`src/tksi_pkg.sv`:
```
// shared types, constants and codes for the top-k sorted insert block
`timescale 1ns / 1ps

package tksi_pkg;

    localparam int MAX_K     = 16;
    localparam int MAX_WORDS = 8;

    // fixed field widths
    localparam int RATING_W = 32;
    localparam int WORD_W   = 32;
    localparam int ACT_W    = 2;
    localparam int STAT_W   = 2;
    localparam int RANK_W   = 4;
    localparam int SLOT_W   = 4;
    localparam int WIDX_W   = 3;
    localparam int CFG_W    = 5;

    // derived widths and the fixed compare width
    localparam int CNT_W   = $clog2(MAX_K + 1);
    localparam int WCNT_W  = $clog2(MAX_WORDS + 1);
    localparam int ADDR_W  = $clog2(MAX_K * MAX_WORDS);
    localparam int CMP_W   = 8;

    localparam logic [CFG_W-1:0] TOP_K_RESET = CFG_W'(16);

    typedef enum logic [ACT_W-1:0] {
        ACT_INSERT = 2'd0,
        ACT_WORD   = 2'd1,
        ACT_READ   = 2'd2
    } t_action;

    typedef enum logic [STAT_W-1:0] {
        STS_OK      = 2'd0,
        STS_REJECT  = 2'd1,
        STS_IGNORED = 2'd2,
        STS_RANGE   = 2'd3
    } t_status;

    typedef enum logic [1:0] {
        ST_IDLE,
        ST_EXEC,
        ST_INSERT,
        ST_READ
    } t_state;

    // per-cell update control
    typedef struct packed {
        logic load_new;
        logic shift;
    } t_cell_ctrl;

endpackage

```
`src/tksi_cell.sv`:
```
// one rank cell: holds a rating and slot, compares, takes new or neighbor entry
`timescale 1ns / 1ps

module tksi_cell (
    input  logic                                i_clk,
    input  logic                                i_rst_n,
    input  tksi_pkg::t_cell_ctrl                i_ctrl,
    input  logic signed [tksi_pkg::RATING_W-1:0] i_cmp_rating,
    input  logic signed [tksi_pkg::RATING_W-1:0] i_new_rating,
    input  logic        [tksi_pkg::SLOT_W-1:0]   i_new_slot,
    input  logic signed [tksi_pkg::RATING_W-1:0] i_prev_rating,
    input  logic        [tksi_pkg::SLOT_W-1:0]   i_prev_slot,
    output logic signed [tksi_pkg::RATING_W-1:0] o_rating,
    output logic        [tksi_pkg::SLOT_W-1:0]   o_slot,
    output logic                                o_gt
);
    import tksi_pkg::*;

    logic signed [RATING_W-1:0] r_rating;
    logic        [SLOT_W-1:0]   r_slot;
    logic signed [RATING_W-1:0] n_rating;
    logic        [SLOT_W-1:0]   n_slot;

    always_comb begin
        n_rating = r_rating;
        n_slot   = r_slot;
        if (i_ctrl.load_new) begin
            n_rating = i_new_rating;
            n_slot   = i_new_slot;
        end else if (i_ctrl.shift) begin
            n_rating = i_prev_rating;
            n_slot   = i_prev_slot;
        end
    end

    always_ff @(posedge i_clk) begin
        if (!i_rst_n) begin
            r_rating <= '0;
            r_slot   <= '0;
        end else begin
            r_rating <= n_rating;
            r_slot   <= n_slot;
        end
    end

    assign o_rating = r_rating;
    assign o_slot   = r_slot;
    assign o_gt     = i_cmp_rating > r_rating;

endmodule

```
`config.mk`:
```
export PLATFORM = sky130hd
export DESIGN_NAME = tksi_cell
export DESIGN_NICKNAME = d
export VERILOG_FILES = /design/src/tksi_pkg.sv /design/src/tksi_cell.sv
export SDC_FILE = /design/constraint.sdc
export NUM_CORES = 1
export LEC_CHECK = 0
export BUFFER_PORTS_ARGS = -buffer_cell sky130_fd_sc_hd__buf_2
export CORE_MARGIN = 2
export CORE_UTILIZATION = 45
export CTS_BUF_LIST = sky130_fd_sc_hd__clkbuf_4
export DETAILED_ROUTE_END_ITERATION = 10
export GPL_TIMING_DRIVEN = 0
export PLACE_DENSITY = 0.89
export SYNTH_ARGS = -nofsm -noshare
export SYNTH_HDL_FRONTEND = slang
export SYNTH_SLANG_ARGS = --single-unit
```
`constraint.sdc`:
```
create_clock -name i_clk -period 2.2 [get_ports i_clk]
set_input_delay 0.11 -clock i_clk [delete_from_list [all_inputs] [get_ports i_clk]]
set_output_delay 0.11 -clock i_clk [all_outputs]
set_load 0.005 [all_outputs]
```
## After elaboration in Yosys (flattened, before gate mapping)

Cells that the tools add are included.

| operators by class | value |
|---|---|
| reductions and logical operators | 1 |
| mux-type cells | 4 |
| $lt $le $gt $ge | 1 |

Operators by type and width:

| operator | number |
|---|---|
| 32-bit 2-to-1 mux | 2 |
| 32-bit greater-than comparator | 1 |
| 4-bit 2-to-1 mux | 2 |
| 2-bit nonzero test | 1 |

| storage, ports and cells | value |
|---|---|
| register bits after elaboration | 36 |
| word-level logic and storage cells | 8 |
| output and inout port bits | 37 |

## Logic depth before layout (Yosys ltp)

| logic depth | value |
|---|---|
| word-level depth | 2 |
| mapped depth | 8 |
| mapped depth without buffers | 8 |

## Worst setup path after synthesis

Ideal clock, no wire load.

| timing | value |
|---|---|
| path type | flip-flop to output port |
| from | register r_rating[14] (netlist: o_rating[14]) |
| to | output port o_gt |
| cell stages (with the launch flop) | 9 |
| arrival time | 1.766 ns |
| path buffers | 0 |
| setup slack | 0.324 ns |
| path through | dfxtp_1 -> inv_1 -> ha_1 -> nand4_1 -> nor4_1 -> a21boi_1 -> o31ai_1 -> o2111ai_1 -> mux2i_1 |

| between the ends | value |
|---|---|
| word-level cells in the longest chain between the ends | 1 |

Ends and longest elaborated chain:

| element | RTL line | text |
|---|---|---|
| start: declaration | tksi_cell.sv:19 | `logic signed [RATING_W-1:0] r_rating;` |
| start signal: assignment | tksi_cell.sv:41 | `r_rating <= n_rating;` |
| 32-bit greater-than comparator | tksi_cell.sv:48 | `assign o_gt = i_cmp_rating > r_rating;` |
| end: declaration | tksi_cell.sv:15 | `output logic o_gt` |

Every way passes these cells.

## Worst setup path after layout

Same ends and word-level chain as after synthesis.

==> metrics.txt <==
failing checks negative setup slack; fin crit period 2.41 ns; CP delay by family, top compound AO/OA/AOI/OAI gates; maximum vdd drop 359 uV; synthesized area 0.00249 mm^2; worst skew pair latency 0.34 ns; post-route antenna net violation count 0; CTS sink cnt 36; Worst setup startpoint o_rating[14]$_SDFFE_PN0P_; Boundary Pins 145; DR pass1 iterations 4; global route overflow 0; Top FF cell, synth dfxtp_1; Layout Skew 0 ns; CTS Hold Bufs 0; Routed WL 7.39 mm; CTS clk-pin slew, worst paths 0.12 ns; cts bufs inserted 5; share of flip-flops with an asynchronous set or reset 0%; worst r2r src o_rating[11]$_SDFFE_PN0P_; Setup WS post-layout -0.209 ns; Worst Path Buf+Inv 2; Max-slew headroom between 60% and 70%; min-delay worst type input port to flop; Cell variety after synth 23; Slew @ Worst Pin ~0.47 ns; crit path DAT 2.30 ns; post-DR wirelength/cell 13.5 um; largest net degree at the start of global routing 12; # port buffers roughly 140; detailed-route DRC error count 0; maxcap violations 0; HPWL Detailed 5.63 mm; Synth area leader dfxtp_1; synth cell count leaders nand2_1, o21ai_0, mux2i_1; Mean Syn Cell Area roughly 8.1 um^2; count leader, synth nand2_1; DIE WIDTH around 80 um; antenna violations before repair 0; Worst setup EP type primary output; WP data required 2.09 ns; worst hold slack 0.0597 ns; Worst path max stage delay 0.37 ns; first-pass GRT wire length roughly 12 mm; worst-path cell chain inv_2 -> ha_4 -> nand4_1 -> nor2_1 -> a221o_1 -> o31ai_4 -> o2111ai_2 -> mux2i_1 -> buf_2; worst hold start i_new_rating[7]; Leak Pwr 1.91 nW; Post-synth EDFFs 0; Synth Area in Simple Gates 19.0%; mux share of post-synthesis cell area 14.9%; routed vias between 2000 and 3000; share of layout cells above drive strength 1 43.8%; CTS H-Tree Depth 2; Core Area ~0.0054 mm^2; syn_nets roughly 450; DIE AREA around 0.0061 mm^2; worst-path fanout max 3; main combinational cell family by area after synthesis simple AND/OR/NAND/NOR gates; final worst path period share 110%; CTS tree done; Total GRT Usage 23.6%; Yosys Warn Count 0; Mapped Cells slightly above 300; maximum clock insertion buffer count 2; Crit Path Class flop to primary output; Startpoint Class flop; post-synthesis adder-cell area fraction roughly 16%; root buf cell clkbuf_4; vias in the first global route around 2600; top cells by area, synth dfxtp_1, ha_1, mux2i_1; ANT cells 0; TNS Setup -0.209 ns; sequential-to-total area share from yosys stat 29.0%; Initial Utilization 46.0%; final hold vios 0; vias per cell 4.98; Achievable Freq 415 MHz; # rows 27; Compound-Gate Fraction of Synth Area between 10% and 20%; Area Overhead vs Synth 49.1%; register bit count reported by yosys 36; Nets 614; status complete, but fails checks; RSZ-0062 raised after global routing yes; Final setup viols 1; Pwr per Cell Area around 470 mW/mm^2; top cell type's share of synthesized area 29.0%; die extent in y 78.3 um; Post-Synth XOR/XNOR Area 0%; Slew Limit Fails 0; global placement routability congestion 0.769; Slowest-stage cell, CP a221o_1; DRT iter0 DRCs 80
## layout by cell type (no fill, tap or decap)
cell       count
a211oi_1       1
a21boi_2       1
a21o_1         4
a21oi_1       10
a21oi_2        2
a221o_1        1
and2_1        36
buf_2        146
buf_4         17
bufinv_16      1
clkbuf_1      11
clkbuf_4       6
clkinv_2       1
dfxtp_1       23
dfxtp_2       13
ha_1          21
ha_4          11
inv_1         27
inv_2          5
mux2i_1       37
nand2_1       41
nand2_2        1
nand3_1        3
nand4_1        7
nor2_1         3
nor2b_1        1
nor4_4         2
o2111ai_2      1
o211ai_1       1
o21ai_0       39
o21ai_1        1
o31ai_4        1
## stage by stage
| step | util, % | setup WS, ns | std cells | power, mW | cell area, um^2 |
|---|---|---|---|---|---|
| 2_1_floorplan | - | 0.324 | 308 | 0.993 | 2490 |
| 3_3_place_gp | 60.8 | -0.199 | 522 | 1.18 | 3290 |
| 3_5_place_dp | 60.8 | -0.184 | 522 | 1.20 | 3290 |
| 4_1_cts | 67.4 | -0.230 | 544 | 1.72 | 3640 |
| 5_1_grt | 68.6 | -0.351 | 547 | 1.85 | 3710 |
| 6_report | 68.6 | -0.209 | 547 | 1.74 | 3710 |
## metal layers
metal  track usage [%]  wire, um  vias up
li1                  -         -     1373
met1              26.9      3020     1243
met2              44.7      3850      100
met3              4.14       407       10
met4              6.84       110        0
met5                 0         0        -
## final timing paths
path                            cells past startpoint  slack [ns]                         to
worst max-delay path                                9       -0.21                       o_gt
worst min register to register                      3        0.67   o_rating[4]$_SDFFE_PN0P_
worst min-delay path                                4        0.06   o_rating[7]$_SDFFE_PN0P_
worst max register to register                      5        1.17  o_rating[11]$_SDFFE_PN0P_
## logic make-up (layout without fill, tap and decap cells)
kind of cell | count (synthesis) | after routing
adders and majority gates | 32 | 32
DFF | 36 | 36
muxes | 37 | 37
buffers and inverters | 47 | 214
AOI/OAI and AO/OA | 62 | 62
and+or+nand+nor | 94 | 94
## repair_timing
item,CTS,global route
setup endpoints to repair,1,1
pin swaps,11,10
hold endpoints to repair,0,0
resized for setup,30,10
buffers inserted,14,3
## registers in the layout (all words and copies together), names as in the netlist
signal	flops
o_rating	32
o_slot	4
## layout make-up
class	count	area [um^2]
sequential	36	737
buffer	15	61.3
inverter	32	120
timing repair buffer	159	838
clock inverter	2	35.0
fill	443	1700
clock buffer	6	45.0
multi-input combinational	225	1780
tap	72	90.1
## worst register-to-register path, cell delays in order, from the launching register on
cell and delay [ns]:
dfxtp_2 0.33, buf_4 0.12, buf_4 0.12, mux2i_1 0.11
o21ai_0 0.08, and2_1 0.18
## power by group
part           internal (mW)  switching [mW]
clock network          0.251           0.218
registers              0.698          0.0311
logic                  0.284           0.254
Note: power is estimated with default switching activity, not from simulation.
