$ cat config.mk
export PLATFORM = sky130hd
export DESIGN_NAME = tksi_payload
export DESIGN_NICKNAME = d
export VERILOG_FILES = /design/src/tksi_pkg.sv /design/src/tksi_payload.sv
export SDC_FILE = /design/constraint.sdc
export NUM_CORES = 2
export LEC_CHECK = 0
export BUFFER_PORTS_ARGS = -buffer_cell sky130_fd_sc_hd__buf_2
export CAP_MARGIN = 10
export CORE_ASPECT_RATIO = 1.1
export CORE_MARGIN = 2
export CORE_UTILIZATION = 45
export DETAILED_ROUTE_END_ITERATION = 10
export GPL_ROUTABILITY_DRIVEN = 0
export SYNTH_ARGS = -nofsm -noshare
export SYNTH_HDL_FRONTEND = slang
export SYNTH_SLANG_ARGS = --single-unit
$ cat constraint.sdc
create_clock -name i_clk -period 5.3 [get_ports i_clk]
set_clock_uncertainty 0.05 [all_clocks]
set_input_delay 0.795 -clock i_clk [delete_from_list [all_inputs] [get_ports i_clk]]
set_output_delay 0.795 -clock i_clk [all_outputs]
set_load 0.01 [all_outputs]
$ cat src/tksi_pkg.sv
// shared types, constants and codes for the top-k sorted insert block
`timescale 1ns / 1ps

package tksi_pkg;

    localparam int MAX_K     = 16;
    localparam int MAX_WORDS = 8;

    // fixed field widths
    localparam int RATING_W = 32;
    localparam int WORD_W   = 32;
    localparam int ACT_W    = 2;
    localparam int STAT_W   = 2;
    localparam int RANK_W   = 4;
    localparam int SLOT_W   = 4;
    localparam int WIDX_W   = 3;
    localparam int CFG_W    = 5;

    // derived widths and the fixed compare width
    localparam int CNT_W   = $clog2(MAX_K + 1);
    localparam int WCNT_W  = $clog2(MAX_WORDS + 1);
    localparam int ADDR_W  = $clog2(MAX_K * MAX_WORDS);
    localparam int CMP_W   = 8;

    localparam logic [CFG_W-1:0] TOP_K_RESET = CFG_W'(16);

    typedef enum logic [ACT_W-1:0] {
        ACT_INSERT = 2'd0,
        ACT_WORD   = 2'd1,
        ACT_READ   = 2'd2
    } t_action;

    typedef enum logic [STAT_W-1:0] {
        STS_OK      = 2'd0,
        STS_REJECT  = 2'd1,
        STS_IGNORED = 2'd2,
        STS_RANGE   = 2'd3
    } t_status;

    typedef enum logic [1:0] {
        ST_IDLE,
        ST_EXEC,
        ST_INSERT,
        ST_READ
    } t_state;

    // per-cell update control
    typedef struct packed {
        logic load_new;
        logic shift;
    } t_cell_ctrl;

endpackage

$ cat src/tksi_payload.sv
// payload word store, one write and one registered read port
`timescale 1ns / 1ps

module tksi_payload (
    input  logic                              i_clk,
    input  logic                              i_wr_en,
    input  logic [tksi_pkg::ADDR_W-1:0]       i_wr_addr,
    input  logic signed [tksi_pkg::WORD_W-1:0] i_wr_data,
    input  logic                              i_rd_en,
    input  logic [tksi_pkg::ADDR_W-1:0]       i_rd_addr,
    output logic signed [tksi_pkg::WORD_W-1:0] o_rd_data
);
    import tksi_pkg::*;

    logic signed [WORD_W-1:0] r_mem [MAX_K*MAX_WORDS];
    logic signed [WORD_W-1:0] r_rd_data;

    always_ff @(posedge i_clk) begin
        if (i_wr_en) begin
            r_mem[i_wr_addr] <= i_wr_data;
        end
    end

    always_ff @(posedge i_clk) begin
        if (i_rd_en) begin
            r_rd_data <= r_mem[i_rd_addr];
        end
    end

    assign o_rd_data = r_rd_data;

endmodule

## Word level (Yosys, flattened, before mapping)

Memories as Yosys holds them, arrays and structs flattened. A register that Yosys moved wholly into a read port is not among the register bits.
Index checks and enable logic that the tools add are counted.
Widths: inputs -> output; s select.

- Multiplexer cells: 2

Operators with widths:

| operator | count |
|---|---|
| $mux 1 | 2 |

- Register bits: 0
- Memory bits (writable): 4096
- Input port bits: 49
- Output and inout bits: 32
- Word-level logic and storage cells: 3
- Memories: 1

Memories:

| memory | depth | bits a word | rd ports | clocked after memory_dff | wr ports | RTL line | RTL |
|---|---|---|---|---|---|---|---|
| r_mem | 128 | 32 | 1 | 1 | 1 | tksi_payload.sv:15 | `logic signed [WORD_W-1:0] r_mem [MAX_K*MAX_WORDS];` |

## Longest topological paths before layout

- Word-level depth: 2
- Gate-level depth with buffers: 8
- Gate-level depth less buffers: 4

## Worst setup path before layout

No wires, ideal clock.

- Path kind: input port to flip-flop
- From: in i_wr_en
- To: mem r_mem[98][0] (enable)
- Setup time: 0.461 ns
- Data arrival time: 3.573 ns
- Required time: 4.789 ns
- Setup slack: 1.216 ns
- Cell stages on the path: 3
- Buffers on the path: 1
- Path through: clkbuf_1 -> nand4_1 -> nor3_1

- Longest elaborated chain between the ends: 2

Ends and longest elaborated chain:

| element | RTL line | RTL |
|---|---|---|
| from (decl) | tksi_payload.sv:6 | `input logic i_wr_en,` |
| $mux 1 | tksi_payload.sv:19 | `if (i_wr_en) begin` |
| $mux 1 (implied by the code) | tksi_payload.sv:20 | `r_mem[i_wr_addr] <= i_wr_data;` |
| to (decl) | tksi_payload.sv:15 |  |

Every way passes these cells.

==> impl_results.md <==
- Result of the run: completed
- Number of H-tree levels: 5
- Lkg Pwr: ~55 nW
- Hold path cells: 1
- Internal Dissipation: 53.3 mW
- Setup crit start kind: input pin
- First-pass GRT wire length: roughly 600,000 um
- Largest voltage drop on the vdd net: around 0.26 mV
- Post-Synth Simple-Gate Area: 0.00445
- Vias per cell: 6.31
- Classification of the worst setup path: in -> reg
- Starting DRT DRC Count: 10,762
- Die Area: 353,000 sq um
- Crit. End Element: register
- Power density over cell area: 379 nW/um^2
- Share of synthesized cell area in full adder, half adder and majority cells: 0
- Share of cells above drive strength 1: 0.364
- Cells after Synth: around 6,000
- Fraction of synthesized cell area in xor and xnor cells: 0
- Post-Syn Nets: ~6,000
- Core Box Area: 347,000 sq um
- Post-CTS Hold Buffers: 0
- Maximum clock path buffer count: 4
- Number of antenna violations at the first check in global routing: 68
- IO buf count: 80
- Slew Viols, Final: 0
- Drt pass-1 iters: 5
- Routed WL per cell: 38.0 um
- Combinational family with the most area after synthesis: multiplexers
- CTS tree: yes
- Sum of net half-perimeters after detailed placement: 247,000 um
- Length in cells of the worst reg-to-reg path: 4
- Launch instance of the worst register-to-register path: r_mem[66][10]
- Sw Share: 0.214
- Total global routing track utilization: 0.246
- DRT antenna net count: 0
- Worst setup slack after layout: around 1700 ps
- Max Cap Violations: 0
- Clock buffer count from CTS: 399
- Total of cells resized after clock tree synthesis: 0
- Clock-pin slew of the registers on the worst-case setup and hold paths: roughly 60 ps
- Combinational power share: 0.054
- Max transition margin: 0.0407
- Multiplexer share of the synthesized area: 0.196
- Number of sinks handled by clock tree synthesis: 4,128
- Post-CTS Setup Repair Bufs: 0
- Arrival @ worst endpoint: ~4200 ps
- Most frequently used cell type in the post-synthesis netlist: sky130_fd_sc_hd__edfxtp_1
- Highest attainable clock frequency: 281 MHz
- Post-Place Setup Slack: between 700 and 800 ps
- Compound-Gate Fraction of Synth Area: 0
- Critical path cell sequence: buf_12 > buf_12 > buf_12 > buf_4 > mux4_2 > mux4_2 > mux4_2 > mux2_2
- Detailed-route DRC error count: 0
- Synth Flop Type: sky130_fd_sc_hd__edfxtp_1
- Mean instance size in the synthesized netlist: 26.1 sq um
- Largest cells by area after synthesis: sky130_fd_sc_hd__edfxtp_1 79%, sky130_fd_sc_hd__mux4_2 19%, sky130_fd_sc_hd__clkbuf_1 0.44%
- Hold violation count in the final report: 0
- Initial core utilization: 0.451
- Largest net degree at the start of global routing: 98
- Leading post-synthesis cells by instance count: 4,128 x sky130_fd_sc_hd__edfxtp_1, 1,344 x sky130_fd_sc_hd__mux4_2, 182 x sky130_fd_sc_hd__clkbuf_1, 122 x sky130_fd_sc_hd__nor2_1, 79 x sky130_fd_sc_hd__buf_2
- Critical register-to-register path endpoint: o_rd_data[10]
- DIE HEIGHT: 623 um
- Count of endpoints failing setup in the final report: 0
- Post-synthesis sequential element count: 4,128
- Total Routed Length: 437,000 um
- Number of top-level pins: 81
- Via count: 72,469
- Count of unique library cells instantiated by Yosys: 16
- Clk root buf: sky130_fd_sc_hd__clkbuf_16
- Post-synth ARST share: 0
- Switching component of the power: between 10 and 15 mW
- Highest fanout seen on the critical path: 38
- Final cycle utilization of the critical path: 0.670
- Post-Route Setup TNS: 0 ps
- RSZ-0062 raised after global routing: no
- P&R area growth vs syn: 14.2%
- Count of filler cells inserted in the layout: 26,296
- Portion of synthesized cell area occupied by the leading cell type: 0.792
- Data required time of the worst path: 5950 ps
- Proportion of synthesized chip area in sequential cells: 0.792
- Total grt overflow: 0
- Slowest-stage cell, CP: sky130_fd_sc_hd__mux4_2
- Mapped cell area: 157,000 sq um
- Final min period: 3550 ps
- Hold Crit Class: in -> reg
- Number of standard-cell rows in the floorplan: 227
- Slew at the pin with the worst max-slew slack: 1440 ps
- Syn. warnings: 0
- Number of nets at the end of the flow: 6,545
- Reg-to-reg setup timing slack: 2380 ps
- Number of synthesized flops with an enable pin: slightly above 4,000
- Worst hold path startpoint: i_wr_data[3]
- Die extent in x: 566 um
- Endpoint, Worst Hold: r_mem[96][3]
- Post-synthesis cell type with the largest combined area: sky130_fd_sc_hd__edfxtp_1
- Register share of total power: 0.534
- Via count of the first global-routing pass: 72,243
- Clk network pwr share: 0.412
- Worst-Skew Late Latency: 950 ps
- Largest stage delay on the critical path: about 700 ps
critical path, delay by kind of cell:
kind	cells	cell delay, ps
muxes	4	2180
buffers and inverters	4	1110
logic make-up (layout without fill, tap and decap cells):
kind of cell | after synthesis | count (layout)
flip-flops | 4128 | 4128
AND/OR/NAND/NOR | 170 | 170
multiplexers | 1376 | 1376
other | 0 | 91
buffers and inverters | 316 | 1142
metrics by stage:
stage | power [mW] | std cells | util | cell area [sq um] | hold WS (ps)
6_report | 67.8 | 11487 | 0.515 | 179000 | 132
5_1_grt | 69.5 | 11459 | 0.515 | 179000 | 105
4_1_cts | 68.2 | 11396 | 0.515 | 179000 | 75.9
3_5_place_dp | 40.6 | 10675 | 0.478 | 166000 | 1110
3_3_place_gp | 40.5 | 10675 | 0.478 | 166000 | 1080
2_1_floorplan | 38.6 | 5990 | - | 157000 | 844
cells in the final DEF (no fill, tap or decap):
cell                         count
sky130_fd_sc_hd__buf_12         73
sky130_fd_sc_hd__buf_2          42
sky130_fd_sc_hd__buf_4         302
sky130_fd_sc_hd__buf_6           1
sky130_fd_sc_hd__buf_8           3
sky130_fd_sc_hd__bufinv_16      37
sky130_fd_sc_hd__clkbuf_1       77
sky130_fd_sc_hd__clkbuf_16     406
sky130_fd_sc_hd__clkinv_1       97
sky130_fd_sc_hd__clkinv_16       3
sky130_fd_sc_hd__clkinv_2       78
sky130_fd_sc_hd__clkinv_4        2
sky130_fd_sc_hd__clkinv_8        6
sky130_fd_sc_hd__clkinvlp_4      9
sky130_fd_sc_hd__diode_2        91
sky130_fd_sc_hd__edfxtp_1     4128
sky130_fd_sc_hd__inv_16          1
sky130_fd_sc_hd__inv_6           5
sky130_fd_sc_hd__mux2_2         32
sky130_fd_sc_hd__mux4_2       1344
sky130_fd_sc_hd__nand2_1        11
sky130_fd_sc_hd__nand2_2         3
sky130_fd_sc_hd__nand2b_1        2
sky130_fd_sc_hd__nand3_1         8
sky130_fd_sc_hd__nand3_2         4
sky130_fd_sc_hd__nand4_1         3
sky130_fd_sc_hd__nor2_1          3
sky130_fd_sc_hd__nor2_4        119
sky130_fd_sc_hd__nor2b_1         7
sky130_fd_sc_hd__nor3_2          9
sky130_fd_sc_hd__or3_1           1
how the worst max path moves through the flow:
stage	startpoint	endpoint	slack, ps	depth (start not counted)
finish	i_rd_addr[0]	o_rd_data[21]	1750	8
global route	i_rd_addr[0]	o_rd_data[21]	1670	8
CTS	i_rd_addr[0]	o_rd_data[21]	1750	8
detailed placement	i_rd_addr[0]	o_rd_data[21]	750	8
global placement	i_rd_addr[0]	o_rd_data[21]	750	8
floorplan	i_wr_en	r_mem[98][0]	1220	3
registers in the layout (all words and copies together), names as in the netlist:
signal and cells:
r_mem 4096, o_rd_data 32
power groups by stage:
| stage | registers [mW] | logic, mW | clock network, mW |
|---|---|---|---|
| floorplan | 36.8 | 1.74 | 0 |
| global placement | 36.9 | 3.61 | 0 |
| detailed placement | 36.9 | 3.66 | 0 |
| CTS | 36.2 | 3.67 | 28.3 |
| global route | 36.2 | 3.75 | 29.5 |
| finish | 36.2 | 3.63 | 27.9 |
layout make-up:
class | instances | area (sq um) | area share
well taps | 4580 | 5730 | 0.0320
clock buffers | 483 | 10400 | 0.0584
flip-flops and latches | 4128 | 124000 | 0.693
clock inverters | 238 | 2200 | 0.0123
diodes | 91 | 228 | 0.00127
repair buffers | 421 | 4000 | 0.0223
multi-input cells | 1546 | 32300 | 0.181
metal layers:
| layer | vias to the layer above | global-route usage | part of all wire |
|---|---|---|---|
| li1 | 27565 | - | - |
| met1 | 40364 | 0.350 | 0.39 |
| met2 | 3864 | 0.388 | 0.48 |
| met4 | 10 | 0.0933 | 0.039 |
| met3 | 666 | 0.0387 | 0.085 |
| met5 | - | 0 | 0.00017 |
Note: power is estimated with default switching activity, not from simulation.
